**src/design/calf_pkg.sv**
```systemverilog
// shared types, constants and helpers for the cidr access list filter
package calf_pkg;

  // default table depth and fixed constants
  localparam int unsigned MaxRules     = 16;
  localparam logic [31:0] LoopbackAddr = 32'h7F00_0001;
  localparam logic [5:0]  HostPrefix   = 6'd32;

  // operation codes
  typedef enum logic [1:0] {
    OP_CHECK = 2'd0,
    OP_ADD   = 2'd1,
    OP_LOAD  = 2'd2
  } calf_op_e;

  // result status codes
  typedef enum logic [1:0] {
    ST_DONE      = 2'd0,
    ST_DUPLICATE = 2'd1,
    ST_FULL      = 2'd2
  } calf_status_e;

  // sequencer states
  typedef enum logic [1:0] {
    S_IDLE  = 2'd0,
    S_SCAN  = 2'd1,
    S_WRITE = 2'd2,
    S_RESP  = 2'd3
  } calf_state_e;

  // request payload
  typedef struct packed {
    logic [1:0]  operation;
    logic [31:0] address;
    logic [5:0]  prefix_len;
    logic        allow_rule;
  } calf_req_t;

  // result payload
  typedef struct packed {
    logic       allowed;
    logic [1:0] status;
  } calf_rsp_t;

  // one stored rule
  typedef struct packed {
    logic [31:0] base;
    logic [5:0]  prefix;
    logic        deny;
  } calf_rule_t;

  // network mask for a prefix length, longer prefixes saturate to a host mask
  function automatic logic [31:0] prefix_mask(logic [5:0] plen);
    logic [5:0] p;
    p = (plen > HostPrefix) ? HostPrefix : plen;
    return 32'hFFFF_FFFF << (HostPrefix - p);
  endfunction

endpackage

```
**src/design/calf_ram.sv**
```systemverilog
// generic single-port-write ram with registered read
module calf_ram #(
  parameter int unsigned Width = 8,
  parameter int unsigned Depth = 16,
  localparam int unsigned Aw = (Depth > 1) ? $clog2(Depth) : 1
) (
  input  logic             clk_i,
  input  logic             we_i,
  input  logic [Aw-1:0]    waddr_i,
  input  logic [Width-1:0] wdata_i,
  input  logic [Aw-1:0]    raddr_i,
  output logic [Width-1:0] rdata_o
);

  logic [Width-1:0] mem_q [Depth];
  logic [Width-1:0] rdata_q;

  // write port
  always_ff @(posedge clk_i) begin
    if (we_i) begin
      mem_q[waddr_i] <= wdata_i;
    end
  end

  // registered read port
  always_ff @(posedge clk_i) begin
    rdata_q <= mem_q[raddr_i];
  end

  assign rdata_o = rdata_q;

endmodule

```
**src/design/cidr_access_list_filter_top.sv**
```systemverilog
// cidr access list filter: rule table in ram, one masked comparator walks the rules
// sequence: a check, or an add, reads every stored rule from the ram through the comparator;
//   an add that is no duplicate then takes the write step, as a load does straight away,
//   and an unused operation code goes straight to the result
// flow: one request at a time; the next is taken the cycle after the result is loaded,
//   and a result that waits in the output register holds the next request back
// reset: rule count cleared, always-allowed address set to 127.0.0.1, rule ram not cleared
module cidr_access_list_filter_top
  import calf_pkg::*;
#(
  parameter int unsigned MAX_RULES = MaxRules
) (
  input  logic        clk_i,
  input  logic        rst_ni,
  input  logic        cfg_we_i,
  input  logic [31:0] cfg_wdata_i,
  input  logic        in_valid_i,
  output logic        in_ready_o,
  input  calf_req_t   in_data_i,
  output logic        out_valid_o,
  input  logic        out_ready_i,
  output calf_rsp_t   out_data_o
);

  localparam int unsigned Cw = $clog2(MAX_RULES + 1);
  localparam int unsigned Aw = (MAX_RULES > 1) ? $clog2(MAX_RULES) : 1;
  localparam int unsigned Rw = $bits(calf_rule_t);

  calf_state_e  state_q, state_d;
  logic [1:0]   op_q;
  logic [31:0]  addr_q;
  logic [5:0]   plen_q;
  logic         deny_q;
  logic [Cw-1:0] idx_q;
  logic [Cw-1:0] count_q;
  logic         pend_q;
  logic         allow_hit_q, deny_hit_q, dup_q;
  calf_status_e status_q;
  logic [31:0]  always_allowed_q;
  logic         out_valid_q;
  calf_rsp_t    out_q;

  logic         issue, scan_done, accept, load_out, table_full, ram_we, cmp_hit;
  logic [31:0]  cmp_mask;
  logic [Rw-1:0] rd_data;
  calf_rule_t   rule;
  calf_rule_t   new_rule;
  calf_rsp_t    rsp;

  // rule table
  calf_ram #(
    .Width (Rw),
    .Depth (MAX_RULES)
  ) u_ram (
    .clk_i   (clk_i),
    .we_i    (ram_we),
    .waddr_i (count_q[Aw-1:0]),
    .wdata_i (new_rule),
    .raddr_i (idx_q[Aw-1:0]),
    .rdata_o (rd_data)
  );

  // shared masked comparator; add uses the full address as a duplicate test
  assign rule     = calf_rule_t'(rd_data);
  assign cmp_mask = (op_q == OP_ADD) ? 32'hFFFF_FFFF : prefix_mask(rule.prefix);
  assign cmp_hit  = ((addr_q ^ rule.base) & cmp_mask) == 32'h0;

  assign new_rule   = '{base: addr_q, prefix: plen_q, deny: deny_q};
  assign table_full = count_q >= Cw'(MAX_RULES);

  // next state
  always_comb begin
    state_d = state_q;
    case (state_q)
      S_IDLE: begin
        if (accept) begin
          if (in_data_i.operation inside {OP_CHECK, OP_ADD}) begin
            state_d = S_SCAN;
          end else if (in_data_i.operation == OP_LOAD) begin
            state_d = S_WRITE;
          end else begin
            state_d = S_RESP;
          end
        end
      end
      S_SCAN: begin
        if (scan_done) begin
          state_d = (op_q == OP_ADD && !dup_q) ? S_WRITE : S_RESP;
        end
      end
      S_WRITE: state_d = S_RESP;
      S_RESP: begin
        if (load_out) begin
          state_d = S_IDLE;
        end
      end
      default: state_d = S_IDLE;
    endcase
  end

  // control outputs
  always_comb begin
    in_ready_o = (state_q == S_IDLE);
    accept     = in_ready_o && in_valid_i;
    issue      = (state_q == S_SCAN) && (idx_q < count_q);
    scan_done  = (state_q == S_SCAN) && !issue && !pend_q;
    ram_we     = (state_q == S_WRITE) && !table_full;
    load_out   = (state_q == S_RESP) && (!out_valid_q || out_ready_i);
  end

  // verdict and status of the finished request
  always_comb begin
    rsp.allowed = (op_q == OP_CHECK) && !deny_hit_q
                  && (allow_hit_q || addr_q == always_allowed_q);
    rsp.status  = status_q;
  end

  // state register
  always_ff @(posedge clk_i or negedge rst_ni) begin
    if (!rst_ni) begin
      state_q <= S_IDLE;
    end else begin
      state_q <= state_d;
    end
  end

  // configuration register
  always_ff @(posedge clk_i or negedge rst_ni) begin
    if (!rst_ni) begin
      always_allowed_q <= LoopbackAddr;
    end else if (cfg_we_i) begin
      always_allowed_q <= cfg_wdata_i;
    end
  end

  // scan control and rule count
  always_ff @(posedge clk_i or negedge rst_ni) begin
    if (!rst_ni) begin
      idx_q   <= '0;
      pend_q  <= 1'b0;
      count_q <= '0;
    end else begin
      pend_q <= issue;
      if (accept) begin
        idx_q <= '0;
      end else if (issue) begin
        idx_q <= idx_q + Cw'(1);
      end
      if (ram_we) begin
        count_q <= count_q + Cw'(1);
      end
    end
  end

  // request latch, match flags and status
  always_ff @(posedge clk_i) begin
    if (accept) begin
      op_q        <= in_data_i.operation;
      addr_q      <= in_data_i.address;
      plen_q      <= (in_data_i.prefix_len > HostPrefix) ? HostPrefix : in_data_i.prefix_len;
      deny_q      <= !in_data_i.allow_rule;
      allow_hit_q <= 1'b0;
      deny_hit_q  <= 1'b0;
      dup_q       <= 1'b0;
      status_q    <= ST_DONE;
    end else begin
      if (pend_q && cmp_hit) begin
        if (op_q == OP_ADD) begin
          dup_q <= 1'b1;
        end else if (rule.deny) begin
          deny_hit_q <= 1'b1;
        end else begin
          allow_hit_q <= 1'b1;
        end
      end
      if (scan_done && op_q == OP_ADD && dup_q) begin
        status_q <= ST_DUPLICATE;
      end
      if (state_q == S_WRITE) begin
        status_q <= table_full ? ST_FULL : ST_DONE;
      end
    end
  end

  // output register
  always_ff @(posedge clk_i or negedge rst_ni) begin
    if (!rst_ni) begin
      out_valid_q <= 1'b0;
    end else if (load_out) begin
      out_valid_q <= 1'b1;
    end else if (out_ready_i) begin
      out_valid_q <= 1'b0;
    end
  end

  always_ff @(posedge clk_i) begin
    if (load_out) begin
      out_q <= rsp;
    end
  end

  assign out_valid_o = out_valid_q;
  assign out_data_o  = out_q;

endmodule

```
**config.mk**
```make
export PLATFORM = sky130hd
export DESIGN_NAME = cidr_access_list_filter_top
export DESIGN_NICKNAME = d
export VERILOG_FILES = /design/src/design/calf_pkg.sv /design/src/design/calf_ram.sv /design/src/design/cidr_access_list_filter_top.sv
export SDC_FILE = /design/constraint.sdc
export NUM_CORES = 1
export LEC_CHECK = 0
export ABC_CLOCK_PERIOD_IN_PS = 4300
export BUFFER_PORTS_ARGS = -buffer_cell sky130_fd_sc_hd__buf_2
export CAP_MARGIN = 0
export CORE_UTILIZATION = 30
export DETAILED_ROUTE_END_ITERATION = 6
export HOLD_SLACK_MARGIN = 0.08
export PLACE_DENSITY = 0.53
export SLEW_MARGIN = 0
export SYNTH_ARGS = -nofsm -noshare
export SYNTH_HDL_FRONTEND = slang
export SYNTH_SLANG_ARGS = --single-unit
```
**constraint.sdc**
```tcl
create_clock -name clk_i -period 4.3 [get_ports clk_i]
set_input_delay 0.43 -clock clk_i [delete_from_list [all_inputs] [get_ports clk_i]]
set_output_delay 0.43 -clock clk_i [all_outputs]
set_load 0.02 [all_outputs]
```
==> results of run 1 <==
-- cell families after synthesis --
family	Yosys count
AO/OA/AOI/OAI	53
flip-flops	758
adder cells (fa/ha/maj)	17
buffers and inverters	76
XOR/XNOR	69
multiplexers	231
AND/OR/NAND/NOR	114
-- layout by cell type (no fill, tap or decap), types with 9 or more instances in the layout --
master / n
clkinv_2: 10
buf_4: 30
buf_2: 82
clkbuf_8: 13
nand4_1: 12
nor2_4: 12
ha_1: 17
clkbuf_16: 81
a21oi_1: 9
dfxtp_1: 44
buf_12: 10
xnor2_1: 61
dfrtp_1: 34
mux2_2: 33
dlygate4sd3_1: 71
edfxtp_1: 668
mux4_2: 195
o21ai_0: 10
nor2_1: 16
nand2_1: 30
inv_1: 21
clkbuf_1: 25
-- state kept, by name, indices dropped and copies added, names as in the netlist, 2 cells and up --
signal            count
addr_q               32
always_allowed_q     32
count_q               5
idx_q                 5
op_q                  2
out_data_o            3
plen_q                6
state_q               2
status_q              2
u_ram.mem_q         624
u_ram.rdata_o        39
-- worst max-delay path, stage by stage, from the launching register on --
cell	delay, ns
dfrtp_1	0.41
inv_1	0.10
ha_1	0.22
nor2b_1	0.51
nand2_1	0.42
nor2_4	0.69
buf_4	0.46
-- layout make-up --
cell class	instances	area, um^2	share of cell area
clock inverters	29	287.8	0.008313
repair buffers	193	1546	0.04467
diodes	2	5.005	0.0001446
well taps	1265	1583	0.04572
multi-input cells	484	6699	0.1935
inverters	22	82.58	0.002386
flip-flops and latches	758	22110	0.6388
clock buffers	119	2300	0.06643
-- layer usage --
layer | routed length (um) | global-route usage
met1 | 32040 | 0.2101
met2 | 33300 | 0.2275
met3 | 4869 | 0.03308
met4 | 1499 | 0.03980
met5 | 13 | 0
-- repair_timing --
item	in CTS	in global routing
setup endpoints to repair	0	0
endpoints found under the hold margin	86	0
hold buffers	71	0
-- path summary, 6_finish.rpt --
check / start / end / slack, ns / cells past startpoint
worst min-delay path: in_data_i[6] / plen_q[5]$_SDFFCE_PN1P_ / 0.12 / 1
worst max-delay path: state_q[0]$_DFFE_PN0P_ / u_ram.mem_q[11][9]$_DFFE_PP_ / 1.12 / 6
min in group asynchronous: rst_ni / always_allowed_q[23]$_DFFE_PN0P_ / 0.38 / 2
worst min register to register: status_q[1]$_SDFFE_PP0P_ / out_data_o[1]$_DFFE_PP_ / 0.45 / 0
max in group asynchronous: rst_ni / always_allowed_q[25]$_DFFE_PN1P_ / 3.08 / 3
worst max register to register: state_q[0]$_DFFE_PN0P_ / u_ram.mem_q[11][9]$_DFFE_PP_ / 1.12 / 6
-- metrics by stage --
step	utilization	hold slack, ns	setup slack [ns]
6_report	0.3633	0.1158	1.115
3_5_place_dp	0.3286	0.4390	1.080
5_1_grt	0.3632	0.1093	0.8627
3_3_place_gp	0.3286	0.4441	1.116
2_1_floorplan	-	0.1344	0.9416
4_1_cts	0.3632	0.08511	1.051
-- power by group through the flow --
stage                     combinational, uW  sequential, uW  clock (uW)
after floorplan                        3340            9500           0
after global placement                 4870            9820           0
final                                  4900            9690        6780
after CTS                              4970            9710        6950
after detailed placement               4910            9860           0
after global routing                   5260            9790        7240
==> impl_results.md, run 1 <==
- Die ar.: 0.09778 mm^2
- Io pins: 83
- PortBufs: 82
- Post-synth EDFFs: 668
- Int Pwr: 15190 uW
- Worst path required time: 4.58 ns
- Max-slew violations: 0
- DIE WIDTH: 312.7 um
- Pleak: 0.01100 uW
- Final min period: 3.185 ns
- Die Y: 312.7 um
- Vias per inst: 4.849
- Nets: 1635
- Clock share of power: 0.317
- Sw frac: 0.2894
- Combinational share of power: 0.229
- TritonRoute pass-1 iters: 5
- Synth Area in Compound Gates: 0.01275
- Syn nets: 1413
- Post-synth ARST share: 0.06069
- Startpoint types: flop
- CP Max Fanout: 21
- First-pass GRT wire length: 103.6 mm
- Placed cell areas: 0.03131 mm^2
- Seq pwr share: 0.453
- Clock transition at the registers of the reported paths: 0.06 ns
- Core area: 0.09529 mm^2
- Root Buffer: clkbuf_16
- GRT Resource Usage Total: 0.1475
- Initial antenna violation count: 3
- Fin cells: 2872
- Largest family of logic cells by synthesized area: multiplexers
- Mux cell area share after synthesis: 0.1655
- Share of layout cells above drive strength 1: 0.3146
- Hpwl dp: 45.10 mm
- VDD IR-drop max: 351.1 uV
- Cells after DPL: 2651
- Post-Syn Area: 0.02896 mm^2
- Adder-cell area share of the yosys netlist: 0.007345
- Total wire length: 71.72 mm
- Synth Area in Simple Gates: 0.02018
- Worst skew pair latency: 0.63 ns
- CTS tree: yes
- Worst slew pin tran: 1.100 ns
- Total clock sinks: 758
- Top cells by count, synth: edfxtp_1 (668), mux4_2 (195), xnor2_1 (61)
- Initial core utilization: 0.3039
- Crit Path Class: reg2reg
- DRC: 0
- 1st-iter DRT viols: 1560
- NetSw: 6186 uW
- TNS Setup: 0 ns
- Worst Hold Class: in2reg
- Area share of the largest cell type after synthesis: 0.6927
- Htree depth: 3
- Setup Buffers After CTS: 0
- Row count: 113
- Yosys cell types: 52
- Max-cap violations: 0
- FF+latch count, synth: 758
- XOR/XNOR share of the synthesized area: 0.02087
- RSZ-0062 raised after global routing: no
- Post-route design area: 0.03462 mm^2
- Sequential fraction of the synthesis area: 0.7632
- Period utilization: 0.7406
- Clock skew: 0.01987 ns
- CTS Buf Count: 81
- Routed via count: 13.93k
- Maximum clock rate: 314.0 MHz
- Synth Instances: 1318
- Drt wl/cell: 24.97 um
- Final count of hold timing violations: 0
- Headroom to the max-slew limit: 0.2668
- Global placement routability congestion: 0.8593
- CP arrival: 3.46 ns
- Outcome: finished, final reports clean
- # fillers: 8747
- Vias in the first global route: 14.30k
- Synth area leaders: edfxtp_1 (69%), mux4_2 (15%), dfrtp_1 (3.3%), dfxtp_1 (3.0%), xnor2_1 (1.8%)
- Setup violators final: 0
- Syn avg cell area: 21.97 um^2
- Post-CTS Resized: 0
- P&R area growth vs syn: 19.54%
- Synth Flop Type: edfxtp_1
- Count leader, synth: edfxtp_1
- Largest net degree at the start of global routing: 131
- Synth warn: 0
- Grt ovf: 0
- PD cells: 617.4 mW/mm^2
- Max Root-Sink Buffers: 3
- CP Capture Type: flop
- Design Power: 21370 uW
- Routed Antenna Nets: 0
- Yosys top cell by area: edfxtp_1
No activity file was read; power rests on OpenSTA's default activity.
==> inputs of run 2 (changes only) <==
Settings changed: ABC_CLOCK_PERIOD_IN_PS 4300 to 3000, PLACE_DENSITY 0.53 to 0.51.
Clock period 4.3 ns to 3 ns, I/O delays scaled along.
==> impl_results.md, run 2 (same netlist as run 1, synthesis figures left out) <==
- TritonRoute pass-1 iters: 7 (+2)
- Clock transition at the registers of the reported paths: 0.06 ns (about the same)
- Most common cell after layout, fill and taps aside: edfxtp_1
- Most Used Layer, Global Route: met2
- GRT Resource Usage Total: 0.1521 (+0.004563)
- RSZ-0062 raised after global routing: no
- Reg2Reg Capture Point: dup_q$_SDFFE_PP0P_
- Global placement routability congestion: 0.7983 (-7.1%)
- CP Max Fanout: 6 (-71%)
- CTS tree: yes
- Vias per inst: 4.778 (-1.5%)
- Largest net degree at the start of global routing: 104 (-21%)
- PD cells: 881.7 mW/mm^2 (+43%)
- Combinational share of power: 0.239 (+0.010)
- Grt ovf: 0 (unchanged)
- Io pins: 83 (unchanged)
- Max Root-Sink Buffers: 3 (unchanged)
- TNS Setup: 0 ns (unchanged)
- Diode count: 0 (-2)
- Met1 Use GR: 0.2135 (+0.003389)
- Int Pwr: 22210 uW (+46%)
- Max-cap violations: 0 (unchanged)
- Total wire length: 73.40 mm (+2.3%)
- Core area: 0.09529 mm^2 (unchanged)
- CP Capture Type: flop
- Root Buffer: clkbuf_16
- Total clock sinks: 758 (unchanged)
- Setup violators final: 0 (unchanged)
- DIE WIDTH: 312.7 um (unchanged)
- DRC: 0 (unchanged)
- Clock skew: 0.02941 ns (+0.009545 ns)
- Worst Hold Class: in2async
- Met3 Usage GRT: 0.02825 (-0.004830)
- Reg2reg setup slack: 0.21 ns (-0.90 ns)
- Worst R2R Start: u_ram.rdata_o[6]$_DFF_P_
- Commonest non-fill, non-tap cells in the layout: edfxtp_1 (668), mux4_2 (195), clkbuf_16 (86)
- Share of layout cells above drive strength 1: 0.3377 (+0.02310)
- Final min period: 2.786 ns (-0.3981 ns)
- PortBufs: 82 (unchanged)
- Max FFs per register: 624 (unchanged)
- CTS Buf Count: 83 (+2.5%)
- Htree depth: 3 (unchanged)
- First-pass GRT wire length: 106.8 mm (+3.1%)
- Routed via count: 14.00k (+0.50%)
- Setup Buffers After CTS: 0 (unchanged)
- CP arrival: 3.33 ns (-0.13 ns)
- Initial antenna violation count: 2 (-1)
- Headroom to the max-slew limit: 0.3311 (+0.06427)
- P&R area growth vs syn: 21.78%
- Worst R2R Path Depth: 12 (+6)
- GR Util met2: 0.2460 (+0.01845)
- Largest Register: u_ram.mem_q
- Seq pwr share: 0.438 (-0.015)
- Final count of hold timing violations: 0 (unchanged)
- Pleak: 0.01136 uW (+3.3%)
- Routed Antenna Nets: 0 (unchanged)
- VDD IR-drop max: 531.7 uV (+51%)
- Nets: 1688 (+3.2%)
- Worst path required time: 3.54 ns (-1.04 ns)
- Maximum clock rate: 358.9 MHz (+14%)
- Sw frac: 0.2859 (-0.003503)
- Initial core utilization: 0.3039 (unchanged)
- Drt wl/cell: 25.06 um (+0.35%)
- Period utilization: 0.9288 (+0.1882)
- Clock share of power: 0.323 (+0.006)
- Crit Path Class: reg2reg
- Max-slew violations: 0 (unchanged)
- Row count: 113 (unchanged)
- Cells after DPL: 2696 (+1.7%)
- Die ar.: 0.09778 mm^2 (unchanged)
- Outcome: finished, final reports clean
- NetSw: 8891 uW (+44%)
- Worst slew pin tran: 1.003 ns (-0.09641 ns)
- Die Y: 312.7 um (unchanged)
- Vias in the first global route: 14.96k (+4.6%)
- Startpoint types: flop
- 1st-iter DRT viols: 1188 (-24%)
- Fin cells: 2929 (+2.0%)
- # fillers: 8758 (+0.13%)
- Worst skew pair latency: 0.65 ns (+0.02 ns)
- Hpwl dp: 43.14 mm (-4.4%)
-- run 2: cell count changes in the layout (fill, tap and decap cells not counted), moves of 2 or more --
| cell | change |
|---|---|
| clkinv_4 | +2 |
| buf_12 | +10 |
| clkbuf_16 | +5 |
| dlygate4sd3_1 | +6 |
| clkinv_1 | +2 |
| diode_2 | -2 |
| buf_4 | +35 |
| clkinv_2 | +4 |
| clkbuf_1 | -3 |
-- run 2: repair_timing --
| action | CTS | global route |
|---|---|---|
| hold endpoints to repair | 95 | 0 |
| setup endpoints to repair | 0 | 3 |
| hold buffers | 77 | 0 |
| resized for setup | 0 | 3 |
-- run 2: routing by layer --
metal  vias to the layer above  wire length (um)
met5                         -                 0
met4                         0              1259
met3                        91              3376
met2                       323             35300
met1                      7572             33470
li1                       6010                 -
-- run 2: critical path, stage by stage, from the launching register on --
cell,delay (ns)
dfxtp_1,0.34
inv_1,0.15
nand2_1,0.11
ha_1,0.25
inv_1,0.09
ha_2,0.32
nand2_1,0.14
o22ai_1,0.10
a2111oi_0,0.40
o211ai_1,0.15
a21oi_1,0.21
o2111ai_2,0.18
o31ai_2,0.26
-- run 2: worst max path at each step --
stage	startpoint	end	cells after the start
floorplan	state_q[0]$_DFFE_PN0P_	u_ram.mem_q[11][0]$_DFFE_PP_	6
global placement	u_ram.rdata_o[6]$_DFF_P_	dup_q$_SDFFE_PP0P_	12
detailed placement	u_ram.rdata_o[6]$_DFF_P_	dup_q$_SDFFE_PP0P_	12
CTS	u_ram.rdata_o[6]$_DFF_P_	dup_q$_SDFFE_PP0P_	12
global route	u_ram.rdata_o[6]$_DFF_P_	dup_q$_SDFFE_PP0P_	12
finish	u_ram.rdata_o[6]$_DFF_P_	dup_q$_SDFFE_PP0P_	12
-- run 2: cell type report --
class / count / area (um^2) / area share
Clock buffer: 121 / 2414 / 0.06844
Inverter: 22 / 82.58 / 0.002342
Tap cell: 1265 / 1583 / 0.04488
Timing Repair Buffer: 244 / 2069 / 0.05868
Multi-Input combinational cell: 484 / 6711 / 0.1903
Clock inverter: 35 / 294.0 / 0.008337
Sequential cell: 758 / 22110 / 0.6270
-- run 2: through the flow --
stage / hold WS [ns] / setup WS (ns) / power [uW] / utilization / area, um^2
after floorplan: 0.004409 / -0.3584 / 18400 / - / 28990
after global placement: 0.3615 / 0.3657 / 21170 / 0.3335 / 31780
after detailed placement: 0.3655 / 0.2267 / 21270 / 0.3335 / 31780
after CTS: 0.1911 / 0.1923 / 31470 / 0.3700 / 35260
after global routing: 0.2500 / 0.04286 / 32430 / 0.3701 / 35270
final: 0.2257 / 0.2135 / 31100 / 0.3701 / 35270
-- run 2: power by group through the flow --
| stage | Clock (uW) | Sequential (uW) | Combinational, uW |
|---|---|---|---|
| after floorplan | 0 | 13600 | 4790 |
| after global placement | 0 | 13800 | 7380 |
| after detailed placement | 0 | 13800 | 7440 |
| after CTS | 10300 | 13600 | 7540 |
| after global routing | 10700 | 13700 | 8010 |
| final | 10100 | 13600 | 7430 |
==> inputs of run 3 (changes only) <==
Settings changed: ABC_AREA from default to 1, CORE_UTILIZATION 30 to 60, PLACE_DENSITY 0.51 to 0.84.
==> impl_results.md, run 3 <==
- Outcome: finished, final reports clean
- Syn nets: 2333 (+65%)
- Largest family of logic cells by synthesized area: simple AND/OR/NAND/NOR gates
- Worst R2R Start: addr_q[20]$_DFFE_PP_
- Share of layout cells above drive strength 1: 0.1440 (-0.1937)
- VDD IR-drop max: 590.9 uV (+11%)
- Synth Area in Simple Gates: 0.1018 (+0.08161)
- Routed Antenna Nets: 0 (unchanged)
- 1st-iter DRT viols: 2637 (+120%)
- Row count: 81 (-28%)
- Root Buffer: clkbuf_16
- Top cells by count, synth: edfxtp_1 (668), nor2_1 (403), nand2_1 (205)
- Vias per inst: 6.269 (+31%)
- Initial core utilization: 0.6112 (+0.3073)
- Startpoint types: flop
- Adder-cell area share of the yosys netlist: 0.007080 (-0.0002652)
- Synth Area in Compound Gates: 0.08329 (+0.07055)
- Max-slew violations: 0 (unchanged)
- Max-cap violations: 0 (unchanged)
- Total wire length: 74.96 mm (+2.1%)
- Synth Instances: 2238 (+70%)
- Maximum clock rate: 343.8 MHz (-4.2%)
- Die Y: 225.8 um (-28%)
- FF+latch count, synth: 758 (unchanged)
- Worst skew pair latency: 0.62 ns (-0.03 ns)
- Worst Hold Class: in2async
- Clock skew: 0.01850 ns (-0.01091 ns)
- Count leader, synth: edfxtp_1
- Total clock sinks: 758 (unchanged)
- Seq pwr share: 0.426 (-0.012)
- Sequential fraction of the synthesis area: 0.7356 (-0.02756)
- Synth Flop Type: edfxtp_1
- Post-synth ARST share: 0.06069 (unchanged)
- Int Pwr: 21440 uW (-3.4%)
- Nets: 2522 (+49%)
- PortBufs: 82 (unchanged)
- Grt ovf: 0 (unchanged)
- Max FFs per register: 624 (unchanged)
- Commonest non-fill, non-tap cells in the layout: edfxtp_1 (668), nor2_1 (386), nand2_1 (205)
- Sw frac: 0.3419 (+0.05598)
- CTS Buf Count: 73 (-12%)
- Io pins: 83 (unchanged)
- Core area: 0.04915 mm^2 (-48%)
- XOR/XNOR share of the synthesized area: 0.01341 (-0.007458)
- Setup violators final: 0 (unchanged)
- DIE WIDTH: 225.8 um (-28%)
- CP arrival: 3.31 ns (-0.02 ns)
- Die ar.: 0.05097 mm^2 (-48%)
- CTS tree: yes
- Global placement routability congestion: 0.9028 (+13%)
- DRC: 0 (unchanged)
- Initial antenna violation count: 0 (-2)
- Post-synth EDFFs: 668 (unchanged)
- Final count of hold timing violations: 0 (unchanged)
- CP Capture Type: flop
- Final core area utilization: 0.7121 (+0.3420)
- Drt wl/cell: 23.80 um (-5.0%)
- Yosys cell types: 40 (-23%)
- Reg2Reg Capture Point: out_data_o[2]$_DFFE_PP_
- Combinational share of power: 0.290 (+0.051)
- Largest net degree at the start of global routing: 139 (+34%)
- Pleak: 0.01229 uW (+8.2%)
- Period utilization: 0.9695 (+0.04068)
- Worst setup path end: out_data_o[2]$_DFFE_PP_
- TritonRoute pass-1 iters: 6 (-1)
- Crit Path Class: reg2reg
- Clock share of power: 0.284 (-0.039)
- Reg2reg setup slack: 0.09 ns (-0.12 ns)
- Final min period: 2.908 ns (+0.1220 ns)
- Routed via count: 19.75k (+41%)
- Area share of the largest cell type after synthesis: 0.6677 (-0.02501)
- Synth warn: 0 (unchanged)
- Worst path required time: 3.40 ns (-0.14 ns)
- Yosys top cell by area: edfxtp_1
- Worst Setup SP: addr_q[20]$_DFFE_PP_
- # fillers: 2961 (-66%)
- P&R area growth vs syn: 16.50%
- Max Root-Sink Buffers: 3 (unchanged)
- PD cells: 931.0 mW/mm^2 (+5.6%)
- Vias in the first global route: 19.80k (+32%)
- Largest Register: u_ram.mem_q
- NetSw: 11140 uW (+25%)
- GRT Resource Usage Total: 0.2998 (+0.1477)
- First-pass GRT wire length: 113.7 mm (+6.4%)
- Mux cell area share after synthesis: 0.03065 (-0.1349)
- Synth area leaders: edfxtp_1 (67%), nor2_1 (5.0%), dfrtp_1 (3.2%), o21ai_0 (2.9%), dfxtp_1 (2.9%)
- RSZ-0062 raised after global routing: no
- Design Power: 32590 uW (+4.8%)
- Headroom to the max-slew limit: 0.3180 (-0.01309)
- Htree depth: 3 (unchanged)
- Worst R2R Path Depth: 6 (-6)
- Syn avg cell area: 13.42 um^2 (-39%)
- CP Max Fanout: 19 (+13)
- Hpwl dp: 41.66 mm (-3.4%)
- Worst slew pin tran: 1.023 ns (+0.01963 ns)
- Clock transition at the registers of the reported paths: 0.06 ns (about the same)
- Most common cell after layout, fill and taps aside: edfxtp_1
- Post-Syn Area: 0.03004 mm^2 (+3.7%)
- Diode count: 0 (unchanged)
run 3: cell count changes in the layout (fill, tap and decap cells not counted), moves of 30 or more:
cell and delta:
nand3_1 +79, inv_1 +58, o32ai_1 +91, nand2_1 +175
o221ai_1 +65, xnor2_1 -53, mux4_2 -195, xor2_1 +30
o21ai_0 +167, nor2_1 +371, mux2i_1 +62
run 3: final cells by class:
type                       instances  area (um^2)  area share
clock buffer                      95         1982     0.05663
clock inverter                    39        416.7     0.01190
inverter                          85        326.6    0.009330
multi-input combinational       1271         7237      0.2068
sequential                       758        22110      0.6317
tap                              664        830.8     0.02374
timing repair buffer             238         2097     0.05991
run 3: power groups by stage:
stage / Clock (uW) / Combinational (uW) / Sequential (uW)
floorplan: 0 / 6270 / 13800
detailed placement: 0 / 9070 / 14100
global route: 9720 / 10200 / 14000
CTS: 9290 / 9310 / 13900
global placement: 0 / 8740 / 14000
finish: 9250 / 9450 / 13900
run 3: worst min-delay path by stage:
stage                                   startpoint                                to  cells past startpoint
after floorplan                             rst_ni  always_allowed_q[10]$_DFFE_PN0P_                      0
after global placement                      rst_ni  always_allowed_q[18]$_DFFE_PN0P_                      1
after detailed placement  status_q[0]$_SDFFE_PP0P_           out_data_o[0]$_DFFE_PP_                      0
after CTS                                   rst_ni  always_allowed_q[16]$_DFFE_PN0P_                      2
after global routing                 in_data_i[13]               addr_q[6]$_DFFE_PP_                      2
final                                       rst_ni  always_allowed_q[18]$_DFFE_PN0P_                      2
run 3: what timing repair did:
| item | CTS | global route |
|---|---|---|
| hold buffers | 76 | 0 |
| hold endpoints to repair | 101 | 0 |
| endpoints found under the setup margin | 1 | 1 |
| buffers inserted | 0 | 2 |
| gates resized for setup | 1 | 0 |
run 3: kinds of logic after synthesis:
family | count (synthesis)
DFF | 758
and+or+nand+nor | 746
AOI/OAI and AO/OA | 373
buffers and inverters | 209
muxes | 89
xor gates and xnor gates | 46
adders and majority gates | 17
run 3: layer usage:
metal,GRT usage,vias up,wire (um)
li1,-,8620,-
met1,0.3820,9757,27650
met2,0.4964,1158,37500
met3,0.05373,212,6672
met4,0.1519,0,3144
met5,0,-,0
run 3: stage by stage:
step	setup slack [ns]	area, um^2	setup TNS [ns]	instances	hold slack [ns]
2_1_floorplan	-0.3615	30060	-136.68	2238	0.004409
3_3_place_gp	0.05811	31820	0	2938	0.4020
3_5_place_dp	0.007619	31820	0	2938	0.4232
4_1_cts	0.08887	34980	0	3148	0.3268
5_1_grt	0.004492	35000	0	3150	0.3820
6_report	0.09150	35000	0	3150	0.3468
run 3: worst max-delay path, cell delays in order (launching register included):
cell	delay, ns
edfxtp_1	0.80
xor2_1	0.15
nor4_1	0.28
nand2_1	0.09
nor2_1	0.44
nand4_1	0.51
a211oi_1	0.43
